--- config.mk ---
export PLATFORM = sky130hd
export DESIGN_NAME = cmb_ram
export DESIGN_NICKNAME = d
export VERILOG_FILES = /design/src/rtl/cmb_ram.sv
export SDC_FILE = /design/constraint.sdc
export NUM_CORES = 1
export LEC_CHECK = 0
export BUFFER_PORTS_ARGS = -buffer_cell sky130_fd_sc_hd__buf_4
export CORE_UTILIZATION = 50
export DETAILED_ROUTE_END_ITERATION = 7
export GPL_TIMING_DRIVEN = 0
export PLACE_DENSITY = 0.67
export SETUP_SLACK_MARGIN = 0.02
export SYNTH_ARGS = -nofsm -noshare
export SYNTH_HDL_FRONTEND = slang
export SYNTH_SLANG_ARGS = --single-unit
--- constraint.sdc ---
create_clock -name clk -period 2.35 [get_ports clk]
set_input_delay 0.47 -clock clk [delete_from_list [all_inputs] [get_ports clk]]
set_output_delay 0.47 -clock clk [all_outputs]
set_load 0.01 [all_outputs]
--- src/rtl/cmb_ram.sv ---
// generic simple dual-port ram, one write port, one registered read port
// no dependencies
`default_nettype none

module cmb_ram #(
  parameter int WIDTH = 8,
  parameter int DEPTH = 16
) (
  input  wire logic                     clk,
  input  wire logic                     we,
  input  wire logic [$clog2(DEPTH)-1:0] waddr,
  input  wire logic [WIDTH-1:0]         wdata,
  input  wire logic                     re,
  input  wire logic [$clog2(DEPTH)-1:0] raddr,
  output      logic [WIDTH-1:0]         rdata
);

  logic [WIDTH-1:0] mem [DEPTH];

  always_ff @(posedge clk) begin
    if (we) begin
      mem[waddr] <= wdata;
    end
    if (re) begin
      rdata <= mem[raddr];
    end
  end

endmodule

`default_nettype wire

==> impl_metrics.yaml <==
power_and_ir_drop:
  clock_power_share_pct: 41.8
  p_leak_nw: 2.02
  p_per_area_nw_per_um2: 854
  power.switching_w: 0.00107
  switching_share_pct: 20.6
  p_int_w: 0.00412
  seq_power_share_pct: 53.0
  ir_drop_uv: 489
  power_w: 0.00518
  combPwrFrac_pct: 5.2
logic_synthesis:
  syn_nets: 248
  muxShareOfSynthArea_pct: 14.8
  yosys.cell_types.count: 18
  synthDominantCellAreaShare_pct: 78.1
  netlist_instances: 229
  yosys.area_share.simple_pct: 3.14
  synthAdderAreaFrac_pct: 0
  syn_avg_cell_area_um2: 22.8
  yosys-top-cells-area: "edfxtp_1, mux4_2, mux4_1"
  synth_top_cell_by_area: "edfxtp_1"
  synth-compound-area-share_pct: 2.30
  synth_top_family_by_area: "multiplexers"
  ys_ff_latch: 136
  synth-xor-area-share_pct: 0
  seq_area_frac_synth_pct: 78.1
  synth_area_um2: 5230
  ys_warn_count: 0
drt:
  wl_per_cell_um: 22.0
  maxUsedRoutingLayer: "met4"
  first_iter_violations: 181
  vias: 2390
  drt_pass1_iterations: 5
  wl_met3_um: 504
  route.met2.wl_um: 4500
  routed_via_density: 5.70
  wl_met1_um: 3990
  postRouteAntennaNets: 0
  drc: 0
  routed_wirelength_um: 9230
sta:
  hold_viol: 0
  relSlewSlack_pct: 15.5
  finalSetupViolCount: 0
  fin_skew_ns: 0.00575
  worstMarginPinSlew_ns: 1.26
  period_minus_slack_ns: 1.97
  rsz0062_at_grt: "no"
  max_freq_mhz: 507
  slew_violations: 0
  fin_crit_sh_pct: 84.0
  fin_hold_ws_ns: 0.245
finish:
  nNetsFinal: 292
  drive_gt1_share_pct: 28.0
  layoutNonFillerInstCount: 419
  antenna_cells: 0
  area_growth_pct: 16.1
worst_hold_path:
  hp-class: "in2reg"
  min_from: "re"
  whs_path_depth: 1
clock_network:
  clock_sinks: 136
  post_cts_buffers: 0
  post_cts_resized: 0
  cts_tree: "yes"
  clk_transition_reported_paths_ns: 0.06
  root_buffer: "clkbuf_8"
  hold_buffers: 0
  h-tree-depth: 4
  clk_latency_ns: 0.52
  cts_buffers: 17
  clockBufferDepth: 2
worst_setup_path:
  worstPathRequired_ns: 2.48
  reg2reg_depth: 3
  crit_arrival_ns: 2.10
  crit_type: "in2reg"
  crit_fanout: 8
  worstSetupStartpointType: "input pin"
  crit_start: "waddr[2]"
  endpoint_kind: "flop"
  reg2reg_from: "mem[4][0]"
placement:
  place_inst: 387
  gpl.final_weighted_congestion: 0.740
  port_buffers: 25
  dp_hpwl_um: 5860
run:
  drv_cap: 0
floorplan:
  core.rowCount: 36
  dieArea_um2: 10900
  start_util_pct: 52.5
  die_w_um: 104
  pin_count: 27
  coreArea_um2: 9950
  die_h_um: 104
global_routing:
  antenna_found_initial: 0
  grt_pass1_vias: 2443
  grt_pass1_wl_um: 14300
  grt_max_degree: 17
  overflow: 0
  grt_usage_pct: 19.1
status:
  status: "complete, no violations"
[sequential cells by signal, indices dropped and copies added, names as in the netlist]
register and cells:
rdata 8, mem 128
[metrics by stage]
stage	util [%]	area (um2)	TNS (ns)	worst slack (ns)
after floorplan	-	5230	0	0.387
after global placement	56.1	5580	-1.58	-0.197
after detailed placement	56.1	5580	-1.18	-0.148
after CTS	61.0	6070	0	0.385
after global routing	61.0	6070	0	0.312
final	61.0	6070	0	0.377
[layout by cell type, fill, tap and decap left out]
cell,instances
a22oi_1,16
and2_1,1
and2b_1,1
buf_2,3
buf_4,26
buf_6,3
clkbuf_1,3
clkbuf_16,16
clkbuf_8,1
clkdlybuf4s25_2,3
clkinv_1,3
clkinv_2,7
clkinvlp_4,2
edfxtp_1,136
mux4_1,14
mux4_2,18
nand2_1,9
nand2b_1,2
nand3_1,1
nand3b_1,2
nor2_1,13
nor2b_1,1
nor3_1,4
or3b_2,1
[path summary, 6_finish.rpt]
path	end	slack, ns
setup / recovery	mem[0][2]	0.38
hold reg to reg	rdata[1]	0.76
hold / removal	rdata[5]	0.24
setup reg to reg	rdata[0]	0.73
[layer usage]
layer  global-route usage, %  vias to the layer above
met1                    25.9                     1230
met4                    10.0                        0
met3                    4.57                       14
li1                        -                     1068
met5                       0                        -
met2                    29.2                       78
[Yosys cell counts]
cell type / number
a22oi_1: 16
or3b_2: 1
nor2_1: 13
nand2b_1: 2
nand3_1: 1
nor2b_1: 1
clkdlybuf4s25_2: 3
and2_1: 1
nor3_1: 4
mux4_2: 18
buf_4: 1
nand2_1: 9
buf_2: 3
nand3b_1: 2
edfxtp_1: 136
buf_6: 3
mux4_1: 14
and2b_1: 1
[area by class of cell]
type	instances	area, um2
multi-input combinational	83	1060
clock inverter	12	61.3
tap	133	166
timing repair buffer	25	188
clock buffer	20	425
fill	712	3890
sequential	136	4080
buffer	10	86.3
[cell families (layout without fill, tap and decap cells)]
logic type / after synthesis / in the layout
mux: 32 / 32
compound gates: 16 / 16
flops: 136 / 136
simple gates: 35 / 35
buf+inv: 10 / 67
[power groups by stage]
stage | combinational, W | clock [W] | sequential (W)
6_report | 0.000270 | 0.00217 | 0.00275
2_1_floorplan | 0.000138 | 0 | 0.00280
4_1_cts | 0.000275 | 0.00219 | 0.00275
3_5_place_dp | 0.000274 | 0 | 0.00280
5_1_grt | 0.000292 | 0.00229 | 0.00275
3_3_place_gp | 0.000268 | 0 | 0.00279
[critical path, cell delays in order]
cell and delay, ns:
buf_4 0.12, or3b_2 0.53, nor3_1 0.98
No activity file was read; power rests on OpenSTA's default activity.
