--- src/rtl/cmb_pkg.sv ---
// shared types, constants and codes for the cross mean blur block
// no dependencies
`default_nettype none

package cmb_pkg;

  localparam int MAX_WIDTH = 128;
  localparam int COL_W     = $clog2(MAX_WIDTH);
  localparam int CNT_W     = COL_W + 1;
  localparam int CHAN_W    = 8;
  localparam int WREG_W    = 8;
  localparam int HREG_W    = 12;
  localparam int CFG_W     = 12;
  localparam int CFG_IDX_W = 1;

  // operation codes carried in tuser
  localparam logic OP_PIXEL = 1'b0;
  localparam logic OP_DRAIN = 1'b1;

  // register indexes
  localparam logic [CFG_IDX_W-1:0] REG_IMAGE_WIDTH  = 1'b0;
  localparam logic [CFG_IDX_W-1:0] REG_IMAGE_HEIGHT = 1'b1;

  // index 0 red, 1 green, 2 blue
  typedef logic [2:0][CHAN_W-1:0] pixel_t;

  typedef struct packed {
    pixel_t upper;
    pixel_t centre;
  } entry_t;

  typedef struct packed {
    logic             live;
    logic             produce;
    logic             write;
    logic             has_up;
    logic             has_down;
    logic             has_left;
    logic             has_right;
    logic             last;
    logic [COL_W-1:0] col;
  } ctrl_t;

endpackage

`default_nettype wire

--- src/rtl/cmb_mean.sv ---
// five point cross mean per channel, divisor 3, 4 or 5 by reciprocal multiply
// uses cmb_pkg
`default_nettype none

module cmb_mean (
  input  wire cmb_pkg::ctrl_t  ctrl,
  input  wire cmb_pkg::pixel_t centre,
  input  wire cmb_pkg::pixel_t up,
  input  wire cmb_pkg::pixel_t down,
  input  wire cmb_pkg::pixel_t left,
  input  wire cmb_pkg::pixel_t right,
  output      cmb_pkg::pixel_t mean
);

  localparam int SUM_W = cmb_pkg::CHAN_W + 3;

  // exact for sums below 2048
  function automatic logic [cmb_pkg::CHAN_W-1:0] div3(input logic [SUM_W-1:0] x);
    logic [SUM_W+9:0] p;
    p = (SUM_W + 10)'(x) * (SUM_W + 10)'(683);
    return p[cmb_pkg::CHAN_W+10:11];
  endfunction

  // exact for sums up to 5 * 255
  function automatic logic [cmb_pkg::CHAN_W-1:0] div5(input logic [SUM_W-1:0] x);
    logic [SUM_W+10:0] p;
    p = (SUM_W + 11)'(x) * (SUM_W + 11)'(1639);
    return p[cmb_pkg::CHAN_W+12:13];
  endfunction

  logic [2:0]       n;
  logic [SUM_W-1:0] sum [3];

  assign n = 3'd1 + 3'(ctrl.has_up) + 3'(ctrl.has_down)
           + 3'(ctrl.has_left) + 3'(ctrl.has_right);

  always_comb begin
    for (int k = 0; k < 3; k++) begin
      sum[k] = SUM_W'(centre[k])
             + (ctrl.has_up    ? SUM_W'(up[k])    : '0)
             + (ctrl.has_down  ? SUM_W'(down[k])  : '0)
             + (ctrl.has_left  ? SUM_W'(left[k])  : '0)
             + (ctrl.has_right ? SUM_W'(right[k]) : '0);
      unique case (n)
        3'd4:    mean[k] = sum[k][cmb_pkg::CHAN_W+1:2];
        3'd5:    mean[k] = div5(sum[k]);
        default: mean[k] = div3(sum[k]);
      endcase
    end
  end

endmodule

`default_nettype wire

--- config.mk ---
export PLATFORM = sky130hd
export DESIGN_NAME = cmb_mean
export DESIGN_NICKNAME = d
export VERILOG_FILES = /design/src/rtl/cmb_pkg.sv /design/src/rtl/cmb_mean.sv
export SDC_FILE = /design/constraint.sdc
export NUM_CORES = 1
export LEC_CHECK = 0
export ABC_AREA = 1
export BUFFER_PORTS_ARGS = -buffer_cell sky130_fd_sc_hd__buf_2
export CORE_ASPECT_RATIO = 1.1
export CORE_MARGIN = 5
export CORE_UTILIZATION = 67
export DETAILED_ROUTE_END_ITERATION = 10
export PLACE_DENSITY = 0.92
export SETUP_SLACK_MARGIN = 0.4
export SYNTH_ARGS = -nofsm -noshare
export SYNTH_HDL_FRONTEND = slang
export SYNTH_SLANG_ARGS = --single-unit
--- constraint.sdc ---
create_clock -name vclk -period 20.7
set_input_delay 4.14 -clock vclk [all_inputs]
set_output_delay 4.14 -clock vclk [all_outputs]
set_load 0.1 [all_outputs]
==> reports/metrics.cfg <==
[timing]
rsz0062_at_grt = no
setup-tns-final_ns = 0
fmax_mhz = 59.1
relSlewSlack_pct = 26.6
min_period_ns = 16.92
finalSetupViolations = 0
tightest_slew_ns = 1.10
slew_viol_final = 0
finalHoldViolations = 0
finalCritPeriodShare_pct = 81.8

[synth]
ys_seq_area_share_pct = 0
synth.distinct_cells = 36
ys.warnings.count = 0
avgSynthCellArea_sq_um = 7.14
syn_nets = 3248
syn_area_sq_um = 17700
synthCells = 2474

[worst_setup_path]
cp.required_ns = 16.56
start_kind = input pin
critical_path_peak_fanout = 25
crit_arrival_ns = 12.78
slowest_delay_ns = 0.54
worstSetupEndpointType = output port
slowest_stage = fa_1
worst-setup-path-type = in2out

[detailed_routing]
vias = 16300
drc = 0
first_iter_violations = 985
wl_mm = 45.5
final_antenna_net_count = 0
viasPerCell = 5.48
firstDrtPassIters = 6
route.detailed.wl_per_inst_um = 15.3

[cells_and_area]
final_cell_mix = 726 x inv_1, 540 x nand2_1, 392 x ha_1, 247 x fa_1, 148 x buf_2
diodes = 0
final_common_cell = inv_1
final_nets = 3391
drive_gt1_share_pct = 7.11
n_clock_buffer = 0
design.seq.count = 0
seqCellArea_sq_um = 0
syn2layout_area_growth_pct = 6.75

[placed_design]
gp_congestion = 1.02
dpl.hpwl_mm = 41.1
portBuffers = 148

[grt]
met2_usage_pct = 54.9
overflow = 0
busiest_layer = met2
met1_usage_pct = 37.8
gr-usage-all-layers_pct = 30.7
grt_pass1_vias = 16700
use_met3_pct = 3.75
grt_pass1_wl_mm = 75.6
antenna_found_initial = 0
grt_max_degree = 26

[clock_tree]
cts_hold_buf = 0
cts_resized = 0
cts_setup_buffers = 0

[floorplan]
pin_count = 159
num_rows = 62
start_util_pct = 67.7
die_height_um = 180
core_area_sq_um = 26100
fp.dieW_um = 165
die-area_sq_um = 29700

[flow_run]
max-cap-violations = 0

[run_status]
status = completed

[min_path]
hold_class = in2out

## stage by stage
stage                     instances  hold WS (ns)  util (%)  setup slack (ns)  cell area, sq um
after global placement         2967          9.46      72.3              4.07             18800
after detailed placement       2967          9.48      72.3              3.83             18800
final                          2967          9.48      72.3              3.78             18800
after CTS                      2967          9.47      72.3              3.81             18800
after floorplan                2474          9.32         -              4.47             17700
after global routing           2967          9.50      72.3              3.39             18800
## Yosys cell counts (18+ instances only)
| cell type | instances | area share, % |
|---|---|---|
| a21oi_1 | 101 | 2.9 |
| fa_1 | 247 | 28 |
| ha_1 | 392 | 28 |
| inv_1 | 726 | 15 |
| nand2_1 | 540 | 11 |
| nand3_1 | 144 | 4.1 |
| nand3b_1 | 18 | 0.77 |
| nand4_1 | 23 | 0.81 |
| nor2_1 | 119 | 2.5 |
| nor3_1 | 20 | 0.57 |
| o21ai_0 | 19 | 0.54 |
| o21bai_1 | 20 | 0.85 |
## per-layer routing
metal	vias to the layer above	share of wire (%)	wire (um)
li1	7808	-	-
met1	7630	38	17500
met2	677	50	22900
met3	150	7.6	3440
met4	0	3.8	1730
met5	-	0	0
## cell type report
class                           instances  area, sq um
Multi-Input combinational cell       1727        14900
Fill cell                            1989         7220
Inverter                              731         2740
Timing Repair Buffer                  157          808
Tap cell                              352          440
## worst max-delay path: cells and delay by family
| family | cells | cell delay, ns |
|---|---|---|
| fa+ha+maj | 11 | 5.01 |
| buf+inv | 10 | 1.54 |
| compound gates | 2 | 0.32 |
| simple gates | 14 | 1.75 |
## kinds of logic after synthesis
| family | synth area share (%) |
|---|---|
| XOR/XNOR | 1.67 |
| buffers and inverters | 15.9 |
| adder cells (fa/ha/maj) | 55.8 |
| AND/OR/NAND/NOR | 21.5 |
| AO/OA/AOI/OAI | 5.21 |
## path summary, 6_finish.rpt
check	from	to	slack (ns)	cells past startpoint
setup / recovery	ctrl[11]	mean[21]	3.78	37
hold / removal	centre[23]	mean[23]	9.48	8
Power is left out: the tool's default activity adds up to more than one toggle a clock period on the data nets, which glitch-free logic cannot reach.
