===== src/rtl/cmb_pkg.sv =====
// shared types, constants and codes for the cross mean blur block
// no dependencies
`default_nettype none

package cmb_pkg;

  localparam int MAX_WIDTH = 128;
  localparam int COL_W     = $clog2(MAX_WIDTH);
  localparam int CNT_W     = COL_W + 1;
  localparam int CHAN_W    = 8;
  localparam int WREG_W    = 8;
  localparam int HREG_W    = 12;
  localparam int CFG_W     = 12;
  localparam int CFG_IDX_W = 1;

  // operation codes carried in tuser
  localparam logic OP_PIXEL = 1'b0;
  localparam logic OP_DRAIN = 1'b1;

  // register indexes
  localparam logic [CFG_IDX_W-1:0] REG_IMAGE_WIDTH  = 1'b0;
  localparam logic [CFG_IDX_W-1:0] REG_IMAGE_HEIGHT = 1'b1;

  // index 0 red, 1 green, 2 blue
  typedef logic [2:0][CHAN_W-1:0] pixel_t;

  typedef struct packed {
    pixel_t upper;
    pixel_t centre;
  } entry_t;

  typedef struct packed {
    logic             live;
    logic             produce;
    logic             write;
    logic             has_up;
    logic             has_down;
    logic             has_left;
    logic             has_right;
    logic             last;
    logic [COL_W-1:0] col;
  } ctrl_t;

endpackage

`default_nettype wire


===== src/rtl/cmb_seq.sv =====
// input sequencer: config registers, raster position, drain count,
// per-word control and line memory read address; uses cmb_pkg
`default_nettype none

module cmb_seq (
  input  wire logic                           clk,
  input  wire logic                           rst,
  input  wire logic                           cfg_we,
  input  wire logic [cmb_pkg::CFG_IDX_W-1:0]  cfg_index,
  input  wire logic [cmb_pkg::CFG_W-1:0]      cfg_data,
  input  wire logic                           accept,
  input  wire logic                           op,
  output      cmb_pkg::ctrl_t                 ctrl,
  output      logic [cmb_pkg::COL_W-1:0]      rd_addr
);

  logic [cmb_pkg::WREG_W-1:0] width_reg;
  logic [cmb_pkg::HREG_W-1:0] height_reg;
  logic [cmb_pkg::COL_W-1:0]  col;
  logic [cmb_pkg::HREG_W-1:0] row;
  logic [cmb_pkg::CNT_W-1:0]  pending;

  logic [cmb_pkg::CNT_W-1:0]  eff_w;
  logic [cmb_pkg::HREG_W-1:0] eff_h;
  logic [cmb_pkg::CNT_W-1:0]  col_inc;
  logic [cmb_pkg::CNT_W-1:0]  d;
  logic [cmb_pkg::CNT_W-1:0]  d_inc;
  logic [cmb_pkg::CNT_W-1:0]  nxt;
  logic [cmb_pkg::HREG_W:0]   row_inc;
  logic                       at_row_end;

  always_comb begin
    if (width_reg < cmb_pkg::WREG_W'(2)) begin
      eff_w = cmb_pkg::CNT_W'(2);
    end else if (width_reg > cmb_pkg::WREG_W'(cmb_pkg::MAX_WIDTH)) begin
      eff_w = cmb_pkg::CNT_W'(cmb_pkg::MAX_WIDTH);
    end else begin
      eff_w = cmb_pkg::CNT_W'(width_reg);
    end
  end

  assign eff_h      = (height_reg < cmb_pkg::HREG_W'(2)) ? cmb_pkg::HREG_W'(2) : height_reg;
  assign col_inc    = {1'b0, col} + cmb_pkg::CNT_W'(1);
  assign at_row_end = (col_inc == eff_w);
  assign d          = eff_w - pending;
  assign d_inc      = d + cmb_pkg::CNT_W'(1);
  assign row_inc    = {1'b0, row} + (cmb_pkg::HREG_W + 1)'(1);

  always_comb begin
    if (op == cmb_pkg::OP_PIXEL) begin
      ctrl.live      = 1'b1;
      ctrl.produce   = (row != '0);
      ctrl.write     = 1'b1;
      ctrl.has_up    = (row > cmb_pkg::HREG_W'(1));
      ctrl.has_down  = 1'b1;
      ctrl.has_left  = (col != '0);
      ctrl.has_right = !at_row_end;
      ctrl.last      = 1'b0;
      ctrl.col       = col;
      nxt            = col_inc;
    end else begin
      ctrl.live      = (pending != '0);
      ctrl.produce   = (pending != '0);
      ctrl.write     = 1'b0;
      ctrl.has_up    = 1'b1;
      ctrl.has_down  = 1'b0;
      ctrl.has_left  = (d != '0);
      ctrl.has_right = (d_inc != eff_w);
      ctrl.last      = (pending == cmb_pkg::CNT_W'(1));
      ctrl.col       = d[cmb_pkg::COL_W-1:0];
      nxt            = d_inc;
    end
  end

  // prefetch one column ahead, wrapping to column zero for the next row
  assign rd_addr = (nxt == eff_w) ? '0 : nxt[cmb_pkg::COL_W-1:0];

  always_ff @(posedge clk) begin
    if (rst) begin
      width_reg  <= cmb_pkg::WREG_W'(128);
      height_reg <= cmb_pkg::HREG_W'(128);
      col        <= '0;
      row        <= '0;
      pending    <= '0;
    end else if (cfg_we) begin
      unique case (cfg_index)
        cmb_pkg::REG_IMAGE_WIDTH:  width_reg  <= cfg_data[cmb_pkg::WREG_W-1:0];
        cmb_pkg::REG_IMAGE_HEIGHT: height_reg <= cfg_data[cmb_pkg::HREG_W-1:0];
        default: ;
      endcase
      col     <= '0;
      row     <= '0;
      pending <= '0;
    end else if (accept) begin
      if (op == cmb_pkg::OP_PIXEL) begin
        if (at_row_end) begin
          col <= '0;
          if (row_inc >= {1'b0, eff_h}) begin
            row     <= '0;
            pending <= eff_w;
          end else begin
            row     <= row_inc[cmb_pkg::HREG_W-1:0];
            pending <= '0;
          end
        end else begin
          col     <= col_inc[cmb_pkg::COL_W-1:0];
          pending <= '0;
        end
      end else if (pending != '0) begin
        pending <= pending - cmb_pkg::CNT_W'(1);
      end
    end
  end

endmodule

`default_nettype wire


===== config.mk =====
export PLATFORM = sky130hd
export DESIGN_NAME = cmb_seq
export DESIGN_NICKNAME = d
export VERILOG_FILES = /design/src/rtl/cmb_pkg.sv /design/src/rtl/cmb_seq.sv
export SDC_FILE = /design/constraint.sdc
export NUM_CORES = 1
export LEC_CHECK = 0
export BUFFER_PORTS_ARGS = -buffer_cell sky130_fd_sc_hd__buf_2
export CAP_MARGIN = 20
export CORE_ASPECT_RATIO = 1.5
export CORE_UTILIZATION = 30
export CTS_CLUSTER_SIZE = 16
export DETAILED_ROUTE_END_ITERATION = 10
export PLACE_DENSITY = 0.47
export RECOVER_POWER = 100
export SLEW_MARGIN = 10
export SYNTH_ARGS = -nofsm -noshare
export SYNTH_HDL_FRONTEND = slang
export SYNTH_SLANG_ARGS = --single-unit
export TNS_END_PERCENT = 30

===== constraint.sdc =====
create_clock -name clk -period 5.62 [get_ports clk]
set_input_delay 0.562 -clock clk [delete_from_list [all_inputs] [get_ports clk]]
set_output_delay 0.562 -clock clk [all_outputs]
set_load 0.02 [all_outputs]

==> results.json, run 1 <==
{
  "synth_edf_count": 0,
  "drt_wl_total_um": 12400,
  "status": "finished, violations left",
  "maxCapViolCount": 1,
  "cts_made_buffers": 5,
  "synth_top_cell_by_area": "dfxtp_1",
  "root_buffer": "clkbuf_16",
  "maxSlewViolCount": 33,
  "ys_types": 68,
  "tritoncts": "built",
  "synth_cells": 547,
  "grt_pass1_wl_um": 19900,
  "via_per_inst": 5.41,
  "grt_usage_pct": 19.1,
  "dr.pass1.iters": 4,
  "hold_start": "height_reg[0]",
  "finClkSkew_ps": 7.57,
  "hpwl_um": 9860,
  "worstMarginPinSlew_ps": 1680,
  "top_usage_layer": "met2",
  "fin_crit_ps": 5280,
  "tns_ps": 0,
  "instances_no_fill": 728,
  "path_max_fanout": 5,
  "dp.cells": 720,
  "startpoint_type": "flop",
  "antenna_found_initial": 0,
  "avgSynthCellArea_um2": 7.32,
  "path_class": "reg2out",
  "power_density_nw_per_um2": 210,
  "start_util_pct": 30.7,
  "h-tree-depth": 2,
  "crit_start": "width_reg[3]",
  "clockBufferDepth": 2,
  "p_leak_nw": 1.70,
  "nNetsFinal": 616,
  "globalRouteMet3Util_pct": 1.53,
  "endpoint_kind": "output port",
  "rsz0062_at_grt": "false",
  "syn-cell-area_um2": 4000,
  "wl_per_cell_um": 17.1,
  "die_h_um": 143,
  "area_growth_pct": 10.8,
  "port_buffers": 39,
  "yosys_warnings": 0,
  "gp_congestion": 0.880,
  "grt_pass1_vias": 3913,
  "fin_crit_sh_pct": 94.0,
  "dieWidth_um": 96.3,
  "drive_gt1_share_pct": 8.44,
  "cp.arrival_ps": 4720,
  "hold_violations": 0,
  "diodes": 0,
  "synthTopCellsByArea": "dfxtp_1 (24%), ha_1 (9.1%), nand2_1 (8.3%)",
  "setup-violations-final": 0,
  "crit_required_ps": 5060,
  "path_clk_slew_ps": 60,
  "drc": 0,
  "grt_overflow": 0,
  "maxClockFrequency_mhz": 189,
  "netlist.area_leader.share_pct": 23.5,
  "synthArstFlopShare_pct": 0,
  "met1_usage_pct": 20.6,
  "core_um2": 13000,
  "via_count": 3939,
  "mappedNetlistNets": 595,
  "hold_path_class": "reg2reg",
  "drt.antenna.violating_nets": 0,
  "grtUsageMet2_pct": 36.1,
  "ys_seq_elements": 47,
  "failed_checks": "max-capacitance violations, max-slew violations",
  "r2r_cells": 14,
  "io-pin-count": 40,
  "die_area_um2": 13800,
  "seq_area_frac_synth_pct": 23.5,
  "drt-initial-drc-count": 216,
  "rows": 51,
  "relSlewSlack_pct": -12.1,
  "clk-insertion-delay-late_ps": 290,
  "grt_max_degree": 33,
  "ir_worst_vdd_uv": 109,
  "cts_num_sinks": 47,
  "holdPathStages": 2,
  "cts_hold_buf": 0,
  "dominantRegCellSynth": "dfxtp_1",
  "r2r_start": "row[0]"
}
-- critical path: stages (launching register included) --
cell	delay, ps
dfxtp_1	360
or4_4	560
o311a_4	360
inv_1	90
ha_1	180
fa_1	470
ha_1	290
mux2i_1	390
nand2_1	100
o2bb2ai_1	180
a211oi_1	380
nand3_1	230
nor4_2	470
a21oi_1	160
clkbuf_1	200
-- what timing repair did --
| action | 4_1_cts | 5_1_grt |
|---|---|---|
| resized for setup | 0 | 1 |
| setup endpoints to repair | 0 | 1 |
| setup buffers | 0 | 0 |
-- area by class of cell --
type	instances	area (um^2)
well taps	159	199
flip-flops and latches	47	941
multi-input cells	431	2790
inverters	39	146
fillers	1443	8580
clock buffers	8	156
repair buffers	44	200
-- cells in the mapped netlist, types with 8 or more instances --
cell type	instances
nand3_1	23
or3_1	14
a21oi_1	53
inv_1	38
o21ai_0	19
nor2_1	30
o22ai_1	8
nand2_1	89
a31oi_1	10
xnor2_1	27
ha_1	29
nor3_1	17
nor4_1	9
clkbuf_1	22
dfxtp_1	47
xor2_1	11
-- per-stage QoR --
stage / area [um^2] / hold slack (ps) / setup WS, ps / total power [mW] / util [%]
after floorplan: 4000 / 436 / 1420 / 0.553 / -
after global placement: 4310 / 447 / 706 / 0.629 / 33.1
after detailed placement: 4310 / 448 / 651 / 0.629 / 33.1
after CTS: 4460 / 457 / 324 / 0.947 / 34.3
after global routing: 4440 / 480 / 120 / 0.984 / 34.1
final: 4440 / 457 / 337 / 0.933 / 34.1
-- cells by family (layout without fill, tap and decap cells) --
family	Yosys count	count (layout)	synth area share (%)
xor+xnor	41	41	9.85
mux	9	9	2.44
flops	47	47	23.5
buf+inv	69	91	6.88
fa+ha+maj	30	30	9.57
simple gates	224	224	27.5
compound gates	127	127	20.3
-- layout by cell type, fill, tap and decap left out, types with 4 or more instances in the layout --
master,n
and3_1,4
a21oi_1,53
nand4_1,6
dfxtp_1,47
ha_1,29
xor2_1,11
clkbuf_1,23
nand2b_1,5
o22ai_1,8
xnor2_1,27
nor2_1,30
mux2_2,4
nor2b_1,7
or3_1,14
inv_1,38
a31oi_1,10
nand2_1,89
o21ai_0,19
nand3_1,23
nor4_1,9
clkbuf_16,5
buf_2,19
nor3_1,17
-- final timing paths --
kind                                      end  slack (ps)
worst max register to register         row[6]        1170
worst min-delay path            height_reg[0]         460
worst min register to register  height_reg[0]         460
worst max-delay path               rd_addr[5]         340
-- routing by layer --
| metal | part of all wire, % | up-vias |
|---|---|---|
| met2 | 54 | 74 |
| li1 | - | 1966 |
| met5 | 0 | - |
| met4 | 4.7 | 0 |
| met1 | 39 | 1876 |
| met3 | 2.1 | 23 |
-- where the power goes --
part           total, mW  internal, mW  switching [mW]
Combinational      0.264        0.0951           0.169
Clock              0.314         0.190           0.124
Sequential         0.355         0.343          0.0120
Total              0.933         0.627           0.305
(Power assumes the default switching activity.)
==> run 2: changes to the inputs <==
BUFFER_PORTS_ARGS = -buffer_cell sky130_fd_sc_hd__buf_4   (was -buffer_cell sky130_fd_sc_hd__buf_2)
CORE_ASPECT_RATIO = default   (was 1.5)
==> results.json, run 2 (synthesis results as in run 1) <==
{
  "fin_crit_sh_pct": 92.3,
  "power_density_nw_per_um2": 206,
  "dieWidth_um": 118,
  "drt.antenna.violating_nets": 0,
  "ir_worst_vdd_uv": 128,
  "port_buffers": 39,
  "grt_pass1_vias": 3691,
  "status": "finished, violations left",
  "path_class": "reg2out",
  "h-tree-depth": 2,
  "root_buffer": "clkbuf_16",
  "path_max_fanout": 7,
  "rsz0062_at_grt": "false",
  "failed_checks": "max-capacitance violations, max-slew violations",
  "maxSlewViolCount": 33,
  "p_int_mw": 0.607,
  "startpoint_type": "flop",
  "tritoncts": "built",
  "via_count": 3836,
  "clockBufferDepth": 2,
  "tns_ps": 0,
  "grtUsageMet2_pct": 26.5,
  "power_frac_comb_pct": 28.2,
  "nNetsFinal": 612,
  "finalWorstSetupSlack_ps": 430,
  "drt_wl_total_um": 11400,
  "path_clk_slew_ps": 70,
  "postCtsSetupBuffers": 0,
  "top_usage_layer": "met2",
  "hpwl_um": 8770,
  "fin_crit_ps": 5190,
  "io-pin-count": 40,
  "rows": 41,
  "start_util_pct": 31.2,
  "core_um2": 12800,
  "dpl-instance-area_um2": 4390,
  "antenna_found_initial": 0,
  "hold_path_class": "reg2reg",
  "area_growth_pct": 11.3,
  "hold_violations": 0,
  "die_h_um": 118,
  "drc": 0,
  "clk-insertion-delay-late_ps": 290,
  "fin_area_um2": 4460,
  "drt-initial-drc-count": 239,
  "grt_overflow": 0,
  "p_leak_nw": 1.71,
  "wl_per_cell_um": 15.4,
  "p_total_mw": 0.919,
  "cts_hold_buf": 0,
  "ctsResizeCount": 0,
  "finClkSkew_ps": 7.66,
  "met1_usage_pct": 24.7,
  "cts_num_sinks": 47,
  "final_util_pct": 34.8,
  "die_area_um2": 13800,
  "final_common_cell": "nand2_1",
  "grt_pass1_wl_um": 19300,
  "dp_slack_ps": 794,
  "globalRouteMet3Util_pct": 2.52,
  "crit_required_ps": 5060,
  "maxClockFrequency_mhz": 193,
  "p_sw_share_pct": 33.9,
  "power_switching_mw": 0.311,
  "endpoint_kind": "output port",
  "setup-violations-final": 0,
  "grt_max_degree": 33,
  "via_per_inst": 5.20,
  "worstMarginPinSlew_ps": 1620,
  "drive_gt1_share_pct": 9.03,
  "maxCapViolCount": 1,
  "layout_common_cells": "nand2_1 (89), a21oi_1 (53), dfxtp_1 (47), inv_1 (38), nor2_1 (30)",
  "relSlewSlack_pct": -8.18,
  "cts_made_buffers": 5,
  "diodes": 0,
  "gp_congestion": 0.802,
  "grt_usage_pct": 17.1,
  "dr.pass1.iters": 6,
  "cp.arrival_ps": 4630,
  "p_clk_share_pct": 33.2,
  "seq_power_share_pct": 38.6
}
[run 2: power by group through the flow]
stage          clock network [mW]  logic, mW  registers [mW]
3_5_place_dp                    0      0.271           0.363
6_report                    0.305      0.259           0.355
2_1_floorplan                   0      0.196           0.357
5_1_grt                     0.330      0.289           0.356
4_1_cts                     0.319      0.273           0.355
3_3_place_gp                    0      0.271           0.362
[run 2: layer usage]
layer  share of wire, %  vias up
met4               0.54        0
met1                 51     1795
met2                 45       66
met5                  0        -
met3                3.8        2
li1                   -     1973
[run 2: area by class of cell]
class	count	area, um^2
fillers	1415	8370
multi-input cells	431	2780
flip-flops and latches	47	941
repair buffers	40	226
well taps	172	215
inverters	39	146
clock buffers	6	129
clock inverters	2	16.3
[run 2: path summary, 6_finish.rpt]
check                     start            end  slack (ps)  cells past startpoint
setup / recovery   width_reg[5]     rd_addr[6]         430                     13
hold / removal    height_reg[0]  height_reg[0]         470                      2
setup reg to reg         row[0]     pending[4]        1200                     14
hold reg to reg   height_reg[0]  height_reg[0]         470                      2
[run 2: through the flow]
stage / cells / hold slack (ps)
floorplan: 547 / 436
global placement: 729 / 454
detailed placement: 729 / 465
CTS: 737 / 475
global route: 737 / 490
finish: 737 / 471
[run 2: worst max-delay path: stages, from the launching register on]
cell,delay (ps)
dfxtp_1,390
or4_1,560
nor2_1,270
o21ai_0,230
fa_1,490
nand2b_1,220
o2bb2ai_1,160
xnor2_1,400
nand3_1,260
xnor2_1,270
nor2_1,80
o311ai_1,660
a21oi_1,140
clkbuf_2,190
